`src/rtl/hslr_pkg.sv`:
```
// Shared constants, event and register codes, status type and colour helpers
// for the HSL ramp sequencer. Used by the serial units and the top level.
package hslr_pkg;

  // Fraction bits of the fixed-point colour and time ratios.
  localparam int unsigned FracBits = 16;
  // Colour parts and ratios run from zero to one inclusive.
  localparam int unsigned FixW     = FracBits + 1;
  localparam int unsigned MulW     = FixW;
  localparam int unsigned ProdW    = 2 * MulW;
  localparam int unsigned MulCntW  = $clog2(MulW + 1);
  localparam int unsigned NumW     = 15;
  localparam int unsigned DenW     = 14;
  localparam int unsigned DivSteps = FracBits;
  localparam int unsigned DivCntW  = $clog2(DivSteps + 1);

  localparam logic [FixW-1:0] One       = FixW'(1) << FracBits;
  localparam logic [FixW-1:0] Sixth     = FixW'(10922);
  localparam logic [FixW-1:0] Half      = FixW'(32768);
  localparam logic [FixW-1:0] Third     = FixW'(21845);
  localparam logic [FixW-1:0] TwoThirds = FixW'(43690);

  // Event kinds carried in tuser.
  typedef enum logic [1:0] {
    CmdTick  = 2'd0,
    CmdStart = 2'd1,
    CmdEnd   = 2'd2,
    CmdSpare = 2'd3
  } cmd_e;

  // Configuration register indexes.
  localparam logic [2:0] RegRamp  = 3'd0;
  localparam logic [2:0] RegStay  = 3'd1;
  localparam logic [2:0] RegEnd   = 3'd2;
  localparam logic [2:0] RegFinal = 3'd3;

  typedef struct packed {
    logic busy;
    logic done;
  } unit_stat_t;

  // 8-bit part to a fraction: x*65536/255 = 257*x plus one when x is full scale.
  function automatic logic [FixW-1:0] part_fix(logic [7:0] x);
    logic [FixW-1:0] v;
    v = {1'b0, x, x} + FixW'(x == 8'hFF);
    return v;
  endfunction

  // Fraction back to an 8-bit channel, truncated: v*255 >> 16.
  function automatic logic [7:0] chan8(logic [FixW-1:0] v);
    logic [FixW+7:0] m;
    m = {v, 8'b0} - {8'b0, v};
    return (m[FixW+7:FracBits] > 9'd255) ? 8'hFF : m[FracBits+7:FracBits];
  endfunction

endpackage

```
`src/rtl/hslr_serial_mul.sv`:
```
// Shift-add multiplier taking one multiplier bit per cycle.
// Depends on hslr_pkg for operand widths and the status type.
module hslr_serial_mul import hslr_pkg::*; (
  input  logic             clk_i,
  input  logic             rst_ni,
  input  logic             start_i,
  input  logic [MulW-1:0]  a_i,
  input  logic [MulW-1:0]  b_i,
  output unit_stat_t       stat_o,
  output logic [ProdW-1:0] prod_o
);

  logic [MulW-1:0]    a_q, hi_q, lo_q;
  logic [MulCntW-1:0] cnt_q;
  logic               busy_q, done_q;
  logic [MulW:0]      sum;

  // add the multiplicand when the low bit is set, then shift the pair right
  assign sum = {1'b0, hi_q} + (lo_q[0] ? {1'b0, a_q} : '0);

  always_ff @(posedge clk_i or negedge rst_ni) begin
    if (!rst_ni) begin
      busy_q <= 1'b0;
      done_q <= 1'b0;
      cnt_q  <= '0;
    end else begin
      done_q <= 1'b0;
      if (start_i) begin
        busy_q <= 1'b1;
        cnt_q  <= MulCntW'(MulW);
      end else if (busy_q) begin
        cnt_q <= cnt_q - MulCntW'(1);
        if (cnt_q == MulCntW'(1)) begin
          busy_q <= 1'b0;
          done_q <= 1'b1;
        end
      end
    end
  end

  always_ff @(posedge clk_i) begin
    if (start_i) begin
      a_q  <= a_i;
      hi_q <= '0;
      lo_q <= b_i;
    end else if (busy_q) begin
      hi_q <= sum[MulW:1];
      lo_q <= {sum[0], lo_q[MulW-1:1]};
    end
  end

  assign stat_o = '{busy: busy_q, done: done_q};
  assign prod_o = {hi_q, lo_q};

endmodule

```
`src/rtl/hslr_serial_div.sv`:
```
// Restoring divider for the time ratio, one quotient bit per cycle.
// Depends on hslr_pkg; saturates the ratio to one when num >= den.
module hslr_serial_div import hslr_pkg::*; (
  input  logic            clk_i,
  input  logic            rst_ni,
  input  logic            start_i,
  input  logic [NumW-1:0] num_i,
  input  logic [DenW-1:0] den_i,
  output unit_stat_t      stat_o,
  output logic [FixW-1:0] quot_o
);

  logic [DenW-1:0]     den_q, rem_q;
  logic [DivSteps-1:0] q_q;
  logic                sat_q;
  logic [DivCntW-1:0]  cnt_q;
  logic                busy_q, done_q;
  logic [DenW:0]       trial;
  logic                ge;

  assign trial = {rem_q, 1'b0};
  assign ge    = trial >= {1'b0, den_q};

  always_ff @(posedge clk_i or negedge rst_ni) begin
    if (!rst_ni) begin
      busy_q <= 1'b0;
      done_q <= 1'b0;
      cnt_q  <= '0;
    end else begin
      done_q <= 1'b0;
      if (start_i) begin
        if (num_i >= {1'b0, den_i}) begin
          done_q <= 1'b1;
        end else begin
          busy_q <= 1'b1;
          cnt_q  <= DivCntW'(DivSteps);
        end
      end else if (busy_q) begin
        cnt_q <= cnt_q - DivCntW'(1);
        if (cnt_q == DivCntW'(1)) begin
          busy_q <= 1'b0;
          done_q <= 1'b1;
        end
      end
    end
  end

  always_ff @(posedge clk_i) begin
    if (start_i) begin
      den_q <= den_i;
      rem_q <= num_i[DenW-1:0];
      q_q   <= '0;
      sat_q <= num_i >= {1'b0, den_i};
    end else if (busy_q) begin
      rem_q <= ge ? DenW'(trial - {1'b0, den_q}) : trial[DenW-1:0];
      q_q   <= {q_q[DivSteps-2:0], ge};
    end
  end

  assign stat_o = '{busy: busy_q, done: done_q};
  assign quot_o = sat_q ? One : {1'b0, q_q};

endmodule

```
`src/rtl/hsl_ramp_rgbw_light_sequencer.sv`:
```
// HSL colour ramp sequencer with RGBW drive; top level.
// Depends on hslr_pkg, hslr_serial_div and hslr_serial_mul.
//
// One input word is one event: start (elapsed count to zero), end (light off,
// idle) or tick (add sec_delta seconds, zero counting as one). Each event gives
// exactly one output word with the RGBW drive and elapsed count after it.
// Start, end, unused, idle ticks and ticks past the end of the sequence go from
// the idle state straight to the done state, which loads the output. A tick in
// the sequence runs the time ratio through a 16-step serial divider, then seven
// 17-bit shift-add multiplies one after another on one shared multiplier (three
// interpolations, the lightness/saturation product and three hue segments),
// then the pack state builds the drive and the done state loads the output.
// Input is taken only while the sequencer is idle; the output register holds a
// finished word while the next event is already being worked on. Configuration
// writes are always taken and must only be made while no event is in flight.
module hsl_ramp_rgbw_light_sequencer import hslr_pkg::*; (
  input  logic        clk_i,
  input  logic        rst_ni,
  input  logic        cfg_valid_i,
  output logic        cfg_ready_o,
  input  logic [2:0]  cfg_index_i,
  input  logic [23:0] cfg_data_i,
  input  logic        s_axis_tvalid,
  output logic        s_axis_tready,
  input  logic [7:0]  s_axis_tdata,   // [7:0] sec_delta
  input  logic [1:0]  s_axis_tuser,   // [1:0] cmd
  output logic        m_axis_tvalid,
  input  logic        m_axis_tready,
  output logic [55:0] m_axis_tdata    // [7:0] red, [15:8] green, [23:16] blue,
                                      // [31:24] white, [32] active,
                                      // [48:33] elapsed, [55:49] zero
);

  localparam logic [15:0] IdleMark = 16'hFFFF;

  typedef enum logic [6:0] {
    S_IDLE = 7'b0000001,
    S_DIV  = 7'b0000010,
    S_LERP = 7'b0000100,
    S_QMUL = 7'b0001000,
    S_HUE  = 7'b0010000,
    S_PACK = 7'b0100000,
    S_DONE = 7'b1000000
  } state_e;

  state_e state_q, state_d;

  // configuration registers
  logic [13:0] ramp_q, stay_q;
  logic [23:0] end_col_q, fin_col_q;

  // sequence state
  logic [15:0] elapsed_q;
  logic [31:0] drive_q;

  // working registers
  logic            phase_a_q;
  logic [1:0]      idx_q;
  logic            started_q;
  logic [FixW-1:0] r_q, h_q, s_q, l_q, q_q, p_q;
  logic [7:0]      chan_q [3];
  logic            out_valid_q;
  logic [55:0]     out_data_q;

  // units
  unit_stat_t       mul_stat, div_stat;
  logic             mul_start, div_start;
  logic [MulW-1:0]  mul_a, mul_b;
  logic [ProdW-1:0] mul_prod;
  logic [FixW-1:0]  div_quot;
  logic [NumW-1:0]  div_num;
  logic [DenW-1:0]  div_den;
  logic [FixW-1:0]  step;

  assign cfg_ready_o   = 1'b1;
  assign s_axis_tready = (state_q == S_IDLE);
  assign m_axis_tvalid = out_valid_q;
  assign m_axis_tdata  = out_data_q;

  logic accept;
  assign accept = s_axis_tvalid && s_axis_tready;

  // tick arithmetic, kept one bit wider so nothing wraps
  logic [7:0]  delta1;
  logic [16:0] t_sum, t_next;
  logic [14:0] rs_sum;
  logic        in_ramp, in_stay;
  assign delta1  = (s_axis_tdata == 8'd0) ? 8'd1 : s_axis_tdata;
  assign t_sum   = {1'b0, elapsed_q} + {9'b0, delta1} - 17'd1;
  assign t_next  = t_sum + 17'd1;
  assign rs_sum  = {1'b0, ramp_q} + {1'b0, stay_q};
  assign in_ramp = t_sum < {3'b0, ramp_q};
  assign in_stay = t_sum <= {2'b0, rs_sum};

  assign div_start = accept && (s_axis_tuser == CmdTick) && (elapsed_q != IdleMark)
                     && in_stay;
  assign div_num   = in_ramp ? t_next[NumW-1:0]
                             : NumW'(t_next - {3'b0, ramp_q});
  assign div_den   = in_ramp ? ramp_q : stay_q;

  // interpolation endpoints; phase one runs lightness from zero, hue and
  // saturation held at the ramp end colour
  logic [7:0]      from_part, to_part;
  logic [FixW-1:0] from_fix, to_fix, mag;
  logic            neg;
  logic [FixW:0]   diff;
  always_comb begin
    case (idx_q)
      2'd0: begin
        from_part = end_col_q[23:16];
        to_part   = phase_a_q ? end_col_q[23:16] : fin_col_q[23:16];
      end
      2'd1: begin
        from_part = end_col_q[15:8];
        to_part   = phase_a_q ? end_col_q[15:8] : fin_col_q[15:8];
      end
      default: begin
        from_part = phase_a_q ? 8'd0 : end_col_q[7:0];
        to_part   = phase_a_q ? end_col_q[7:0] : fin_col_q[7:0];
      end
    endcase
  end
  assign from_fix = part_fix(from_part);
  assign to_fix   = part_fix(to_part);
  assign neg      = to_fix < from_fix;
  assign diff     = neg ? {1'b0, from_fix} - {1'b0, to_fix}
                        : {1'b0, to_fix} - {1'b0, from_fix};
  assign mag      = diff[FixW-1:0];

  assign step = mul_prod[FracBits+FixW-1:FracBits];

  // lerp result; the step is truncated, so the value rounds toward the start point
  logic [FixW-1:0] lerp_val;
  assign lerp_val = neg ? from_fix - step : from_fix + step;

  // q and p of the HSL conversion from the l*s product
  logic [FixW:0]   q_wide, p_wide;
  assign q_wide = (l_q < Half) ? {1'b0, l_q} + {1'b0, step}
                               : {1'b0, l_q} + {1'b0, s_q} - {1'b0, step};
  assign p_wide = {l_q, 1'b0} - q_wide;

  // hue segment for the channel in hand
  logic [FixW+1:0] h_shift, t_hue;
  logic [FixW-1:0] t_h, hue_op, hue_val, qp;
  logic [FixW+2:0] six_t;
  logic            seg_rise, seg_flat, seg_fall;
  always_comb begin
    case (idx_q)
      2'd0:    h_shift = {2'b0, h_q} + {2'b0, Third};
      2'd1:    h_shift = {2'b0, h_q};
      default: h_shift = {2'b0, h_q} - {2'b0, Third};
    endcase
    t_hue = h_shift;
    if (h_shift[FixW+1])
      t_hue = h_shift + {2'b0, One};
    else if (h_shift > {2'b0, One})
      t_hue = h_shift - {2'b0, One};
  end
  assign t_h      = t_hue[FixW-1:0];
  assign seg_rise = t_h < Sixth;
  assign seg_flat = !seg_rise && (t_h < Half);
  assign seg_fall = !seg_rise && !seg_flat && (t_h < TwoThirds);
  always_comb begin
    if (seg_rise)
      six_t = {3'b0, t_h} * (FixW+3)'(6);
    else if (seg_fall)
      six_t = {3'b0, TwoThirds - t_h} * (FixW+3)'(6);
    else
      six_t = '0;
  end
  assign hue_op  = six_t[FixW-1:0];
  assign qp      = q_q - p_q;
  assign hue_val = seg_flat ? q_q : p_q + step;

  // multiplier operands by step
  always_comb begin
    case (state_q)
      S_LERP:  begin mul_a = mag;  mul_b = r_q;    end
      S_QMUL:  begin mul_a = l_q;  mul_b = s_q;    end
      default: begin mul_a = qp;   mul_b = hue_op; end
    endcase
  end
  assign mul_start = !started_q &&
                     ((state_q == S_LERP) || (state_q == S_QMUL) || (state_q == S_HUE));

  // white is the smallest channel; take it off the other three
  logic [7:0] w_min;
  assign w_min = (chan_q[0] < chan_q[1])
                 ? ((chan_q[2] < chan_q[0]) ? chan_q[2] : chan_q[0])
                 : ((chan_q[2] < chan_q[1]) ? chan_q[2] : chan_q[1]);

  logic out_free, active;
  assign out_free = !out_valid_q || m_axis_tready;
  assign active   = {1'b0, elapsed_q} <= ({2'b0, rs_sum} + 17'd1);

  always_comb begin
    state_d = state_q;
    case (state_q)
      S_IDLE: if (accept) state_d = div_start ? S_DIV : S_DONE;
      S_DIV:  if (div_stat.done) state_d = S_LERP;
      S_LERP: if (mul_stat.done && idx_q == 2'd2) state_d = S_QMUL;
      S_QMUL: if (mul_stat.done) state_d = S_HUE;
      S_HUE:  if (mul_stat.done && idx_q == 2'd2) state_d = S_PACK;
      S_PACK: state_d = S_DONE;
      S_DONE: if (out_free) state_d = S_IDLE;
      default: state_d = S_IDLE;
    endcase
  end

  always_ff @(posedge clk_i or negedge rst_ni) begin
    if (!rst_ni) begin
      state_q     <= S_IDLE;
      ramp_q      <= 14'd600;
      stay_q      <= 14'd600;
      end_col_q   <= 24'h11C178;
      fin_col_q   <= 24'h21C190;
      elapsed_q   <= IdleMark;
      drive_q     <= '0;
      out_valid_q <= 1'b0;
      started_q   <= 1'b0;
      idx_q       <= '0;
      phase_a_q   <= 1'b0;
    end else begin
      state_q <= state_d;
      if (cfg_valid_i) begin
        case (cfg_index_i)
          RegRamp:  ramp_q    <= cfg_data_i[13:0];
          RegStay:  stay_q    <= cfg_data_i[13:0];
          RegEnd:   end_col_q <= cfg_data_i;
          RegFinal: fin_col_q <= cfg_data_i;
          default:  ;
        endcase
      end

      if (mul_start) started_q <= 1'b1;
      else if (mul_stat.done) started_q <= 1'b0;

      // load a finished word, or drop the one just taken
      if (state_q == S_DONE && out_free) begin
        out_valid_q <= 1'b1;
      end else if (m_axis_tready) begin
        out_valid_q <= 1'b0;
      end

      case (state_q)
        S_IDLE: begin
          if (accept) begin
            idx_q <= '0;
            case (s_axis_tuser)
              CmdStart: elapsed_q <= '0;
              CmdEnd: begin
                elapsed_q <= IdleMark;
                drive_q   <= '0;
              end
              CmdTick: begin
                if (elapsed_q == IdleMark || !in_stay) begin
                  elapsed_q <= IdleMark;
                  drive_q   <= '0;
                end else begin
                  elapsed_q <= t_next[15:0];
                  phase_a_q <= in_ramp;
                end
              end
              default: ;
            endcase
          end
        end
        S_LERP, S_HUE: if (mul_stat.done) idx_q <= (idx_q == 2'd2) ? 2'd0 : idx_q + 2'd1;
        S_PACK: drive_q <= {chan_q[0] - w_min, chan_q[1] - w_min, chan_q[2] - w_min, w_min};
        default: ;
      endcase
    end
  end

  // datapath words, no reset needed
  always_ff @(posedge clk_i) begin
    if (state_q == S_DIV && div_stat.done) r_q <= div_quot;
    if (state_q == S_LERP && mul_stat.done) begin
      case (idx_q)
        2'd0:    h_q <= lerp_val;
        2'd1:    s_q <= lerp_val;
        default: l_q <= lerp_val;
      endcase
    end
    if (state_q == S_QMUL && mul_stat.done) begin
      q_q <= q_wide[FixW-1:0];
      p_q <= p_wide[FixW-1:0];
    end
    if (state_q == S_HUE && mul_stat.done) chan_q[idx_q] <= chan8(hue_val);
    if (state_q == S_DONE && out_free)
      out_data_q <= {7'b0, elapsed_q, active, drive_q[7:0], drive_q[15:8],
                     drive_q[23:16], drive_q[31:24]};
  end

  hslr_serial_div u_div (
    .clk_i   (clk_i),
    .rst_ni  (rst_ni),
    .start_i (div_start),
    .num_i   (div_num),
    .den_i   (div_den),
    .stat_o  (div_stat),
    .quot_o  (div_quot)
  );

  hslr_serial_mul u_mul (
    .clk_i   (clk_i),
    .rst_ni  (rst_ni),
    .start_i (mul_start),
    .a_i     (mul_a),
    .b_i     (mul_b),
    .stat_o  (mul_stat),
    .prod_o  (mul_prod)
  );

  // units rest whenever the sequencer waits for an event
  a_idle_units: assert property (@(posedge clk_i) disable iff (!rst_ni)
    (state_q == S_IDLE) |-> !(mul_stat.busy || div_stat.busy))
    else $error("arithmetic unit busy while sequencer idle");

  a_state_onehot: assert property (@(posedge clk_i) disable iff (!rst_ni)
    $onehot(state_q))
    else $error("sequencer state not one-hot");

  a_idle_dark: assert property (@(posedge clk_i) disable iff (!rst_ni)
    (elapsed_q == IdleMark) |-> (drive_q == 32'd0))
    else $error("light on while idle");

  a_ratio_sat: assert property (@(posedge clk_i) disable iff (!rst_ni)
    div_stat.done |-> (div_quot <= One))
    else $error("time ratio above one");

endmodule
```
`config.mk`:
```
export PLATFORM = sky130hd
export DESIGN_NAME = hsl_ramp_rgbw_light_sequencer
export DESIGN_NICKNAME = d
export VERILOG_FILES = /design/src/rtl/hslr_pkg.sv /design/src/rtl/hslr_serial_mul.sv /design/src/rtl/hslr_serial_div.sv /design/src/rtl/hsl_ramp_rgbw_light_sequencer.sv
export SDC_FILE = /design/constraint.sdc
export NUM_CORES = 1
export LEC_CHECK = 0
export BUFFER_PORTS_ARGS = -buffer_cell sky130_fd_sc_hd__buf_4
export CORE_ASPECT_RATIO = 1.25
export CORE_MARGIN = 8
export CORE_UTILIZATION = 55
export DETAILED_ROUTE_END_ITERATION = 10
export PLACE_DENSITY_LB_ADDON = 0.3
export SLEW_MARGIN = 20
export SYNTH_ARGS = -nofsm -noshare
export SYNTH_HDL_FRONTEND = slang
export SYNTH_SLANG_ARGS = --single-unit
```
`constraint.sdc`:
```
create_clock -name clk_i -period 12.65 [get_ports clk_i]
set_input_delay 1.265 -clock clk_i [delete_from_list [all_inputs] [get_ports clk_i]]
set_output_delay 1.265 -clock clk_i [all_outputs]
set_load 0.05 [all_outputs]
```
==> metrics.cfg <==
[status]
status=finished, final reports clean

[place]
dpl.hpwl_um=67500
port_buffers=92
place_congestion=0.954
dp.cells=4338
pre_cts_ws_ns=3.99

[synth]
yosysWarnings=0
yosys-top-cells-area=edfxtp_1 (21%), ha_1 (15%), dfrtp_1 (8.2%)
yosysSeqAreaShare=0.350
synth_edf_count=237
synth_top_area_share=0.215
synth_area_um2=33100
synth_cell_types=100
synthArstFlopShare=0.357
ys.flop_type=edfxtp_1
synthCells=3551
synth_top_area_cell=edfxtp_1
ys_seq_elements=420
avgSynthCellArea_um2=9.33

[worst_hold_path]
hold_depth=0
hold_path.class=register to register

[setup_path]
cp.depth=38
cp_max_fo=56
setup.worst_path.class=register to register
cpPeakStageDelay_ns=0.63
crit_required_ns=13.04
crit_buf_inv=4
cp_slowest_cell=o21a_2
crit_family=compound AO/OA/AOI/OAI gates
ff2ff_path_depth=38
path_common_cell=o21ai_0
crit_arrival_ns=8.84
start_kind=register
endpoint_kind=register

[die]
dieWidth_um=236
design.core.area_um2=59600
io_pins=101
initial_core_util=0.556
fp.dieH_um=290
rows=100
dieArea_um2=68400

[clocking]
cts_buffers=44
post_cts_buffers=0
path_clk_slew_ns=0.07
cts_root_buf=clkbuf_16
tritoncts=done
hold_buffers=0
cts_buffer_depth=3
clock_sinks=420
htreeDepth=2
cts.repair.resized=0
clock_latency_ns=0.60

[finish]
area_growth_pct=9.06
final_common_cell=ha_1
drive_above_1_share=0.104
fin_util=0.607
fin_nets=4085
antenna-diode-count=0
fill_cells=5141
layout.cells.non_filler=4420
final_cell_mix=ha_1 (392), inv_1 (390), nand2_1 (246)

[drt]
viasPerCell=5.82
drtIter0Drc=1622
dr.pass1.iters=7
route.detailed.drc=0
wl_um=85500
postRouteAntennaNets=0
wl_per_cell_um=19.4
num_vias=25700

[global_route]
grt_pass1_wl_um=136000
overflow=0
grt_usage=0.245
grt_max_degree=70
grt_pass1_vias=25700
antenna_found_initial=0

[power_and_ir_drop]
vdd_drop_max_v=0.000372
p_leak_nw=16.1
totalPowerFinal_mw=8.57
power.density_nw_per_um2=237

[job]
drv_cap=0

[sta]
finalClockSkew_ns=0.0291
tns_ns=0
relSlewSlack=0.315
hold_violations=0
max_freq_mhz=118
fin_crit_ns=8.45
maxSlewViolCount=0
setup-violations-final=0
rsz0062_at_grt=false
tightestPinTransition_ns=1.03
period_share=0.668
worst_slack_ns=4.20

-- Yosys cell counts, drive strengths merged (58+ instances only) --
master and instances:
xor2 86, mux2 88, nand2 246, inv 392, a21o 110, nor2 246
nor3 58, a21oi 217, xnor2 199, dfrtp 109, clkbuf 87, edfxtp 237
o21ai 250, ha 392, nor2b 67
-- sequential cells by signal (all words and copies together), names as in the netlist, 5 cells and up --
| name | flops |
|---|---|
| u_mul.hi_q | 17 |
| m_axis_tdata | 49 |
| chan_q | 24 |
| u_div.cnt_q | 5 |
| drive_q | 32 |
| ramp_q | 14 |
| r_q | 17 |
| elapsed_q | 16 |
| fin_col_q | 24 |
| q_q | 17 |
| state_q | 7 |
| u_mul.lo_q | 17 |
| p_q | 16 |
| u_div.den_q | 14 |
| u_mul.a_q | 17 |
| s_q | 17 |
| stay_q | 14 |
| u_mul.cnt_q | 5 |
| u_div.rem_q | 14 |
| l_q | 17 |
| h_q | 17 |
| u_div.q_q | 16 |
| end_col_q | 24 |
-- cell type report --
class / count / area, um^2 / area share
multi-input combinational: 2637 / 19700 / 0.545
sequential: 420 / 11600 / 0.321
inverter: 393 / 1480 / 0.0409
clock buffer: 59 / 1250 / 0.0346
tap: 765 / 957 / 0.0265
timing repair buffer: 123 / 927 / 0.0257
clock inverter: 23 / 245 / 0.00679
-- per-stage QoR --
stage               area, um^2  hold slack (ns)
floorplan                33200            0.425
global placement         34600            0.432
detailed placement       34600            0.433
CTS                      36100            0.441
global route             36100            0.462
finish                   36100            0.442
-- where the power goes --
group / leakage (nW) / internal, mW / switching (mW)
clock network: 0.729 / 0.735 / 0.599
logic: 11.1 / 2.09 / 3.08
registers: 4.26 / 1.86 / 0.204
-- per-layer routing --
layer | vias to the layer above | wire (um) | track usage
met5 | - | 0 | 0
met4 | 0 | 5650 | 0.144
met3 | 250 | 3560 | 0.0310
met2 | 651 | 43300 | 0.446
met1 | 12100 | 33100 | 0.271
li1 | 12700 | - | -
-- path summary, 6_finish.rpt --
| path | startpoint | to | slack (ns) |
|---|---|---|---|
| max | idx_q[1] | s_q[16] | 4.20 |
| min | drive_q[24] | m_axis_tdata[0] | 0.44 |
| max reg2reg | idx_q[1] | s_q[16] | 4.20 |
| min reg2reg | drive_q[24] | m_axis_tdata[0] | 0.44 |
| max in group asynchronous | rst_ni | end_col_q[21] | 10.17 |
| min in group asynchronous | rst_ni | drive_q[18] | 0.55 |
-- logic make-up after synthesis --
family          share of synthesized area
other cells                      0.000227
xor+xnor                           0.0763
mux                                0.0463
buf+inv                            0.0581
flops                               0.350
fa+ha+maj                           0.168
simple gates                        0.125
compound gates                      0.177
-- worst register-to-register path, delay by kind of cell, from the launching register on --
kind	cells	cell delay, ns
buf+inv	4	0.66
xor+xnor	2	0.63
flops	1	0.34
compound gates	19	3.94
simple gates	9	1.48
fa+ha+maj	4	1.20
Power figures use the tool's default switching activity.
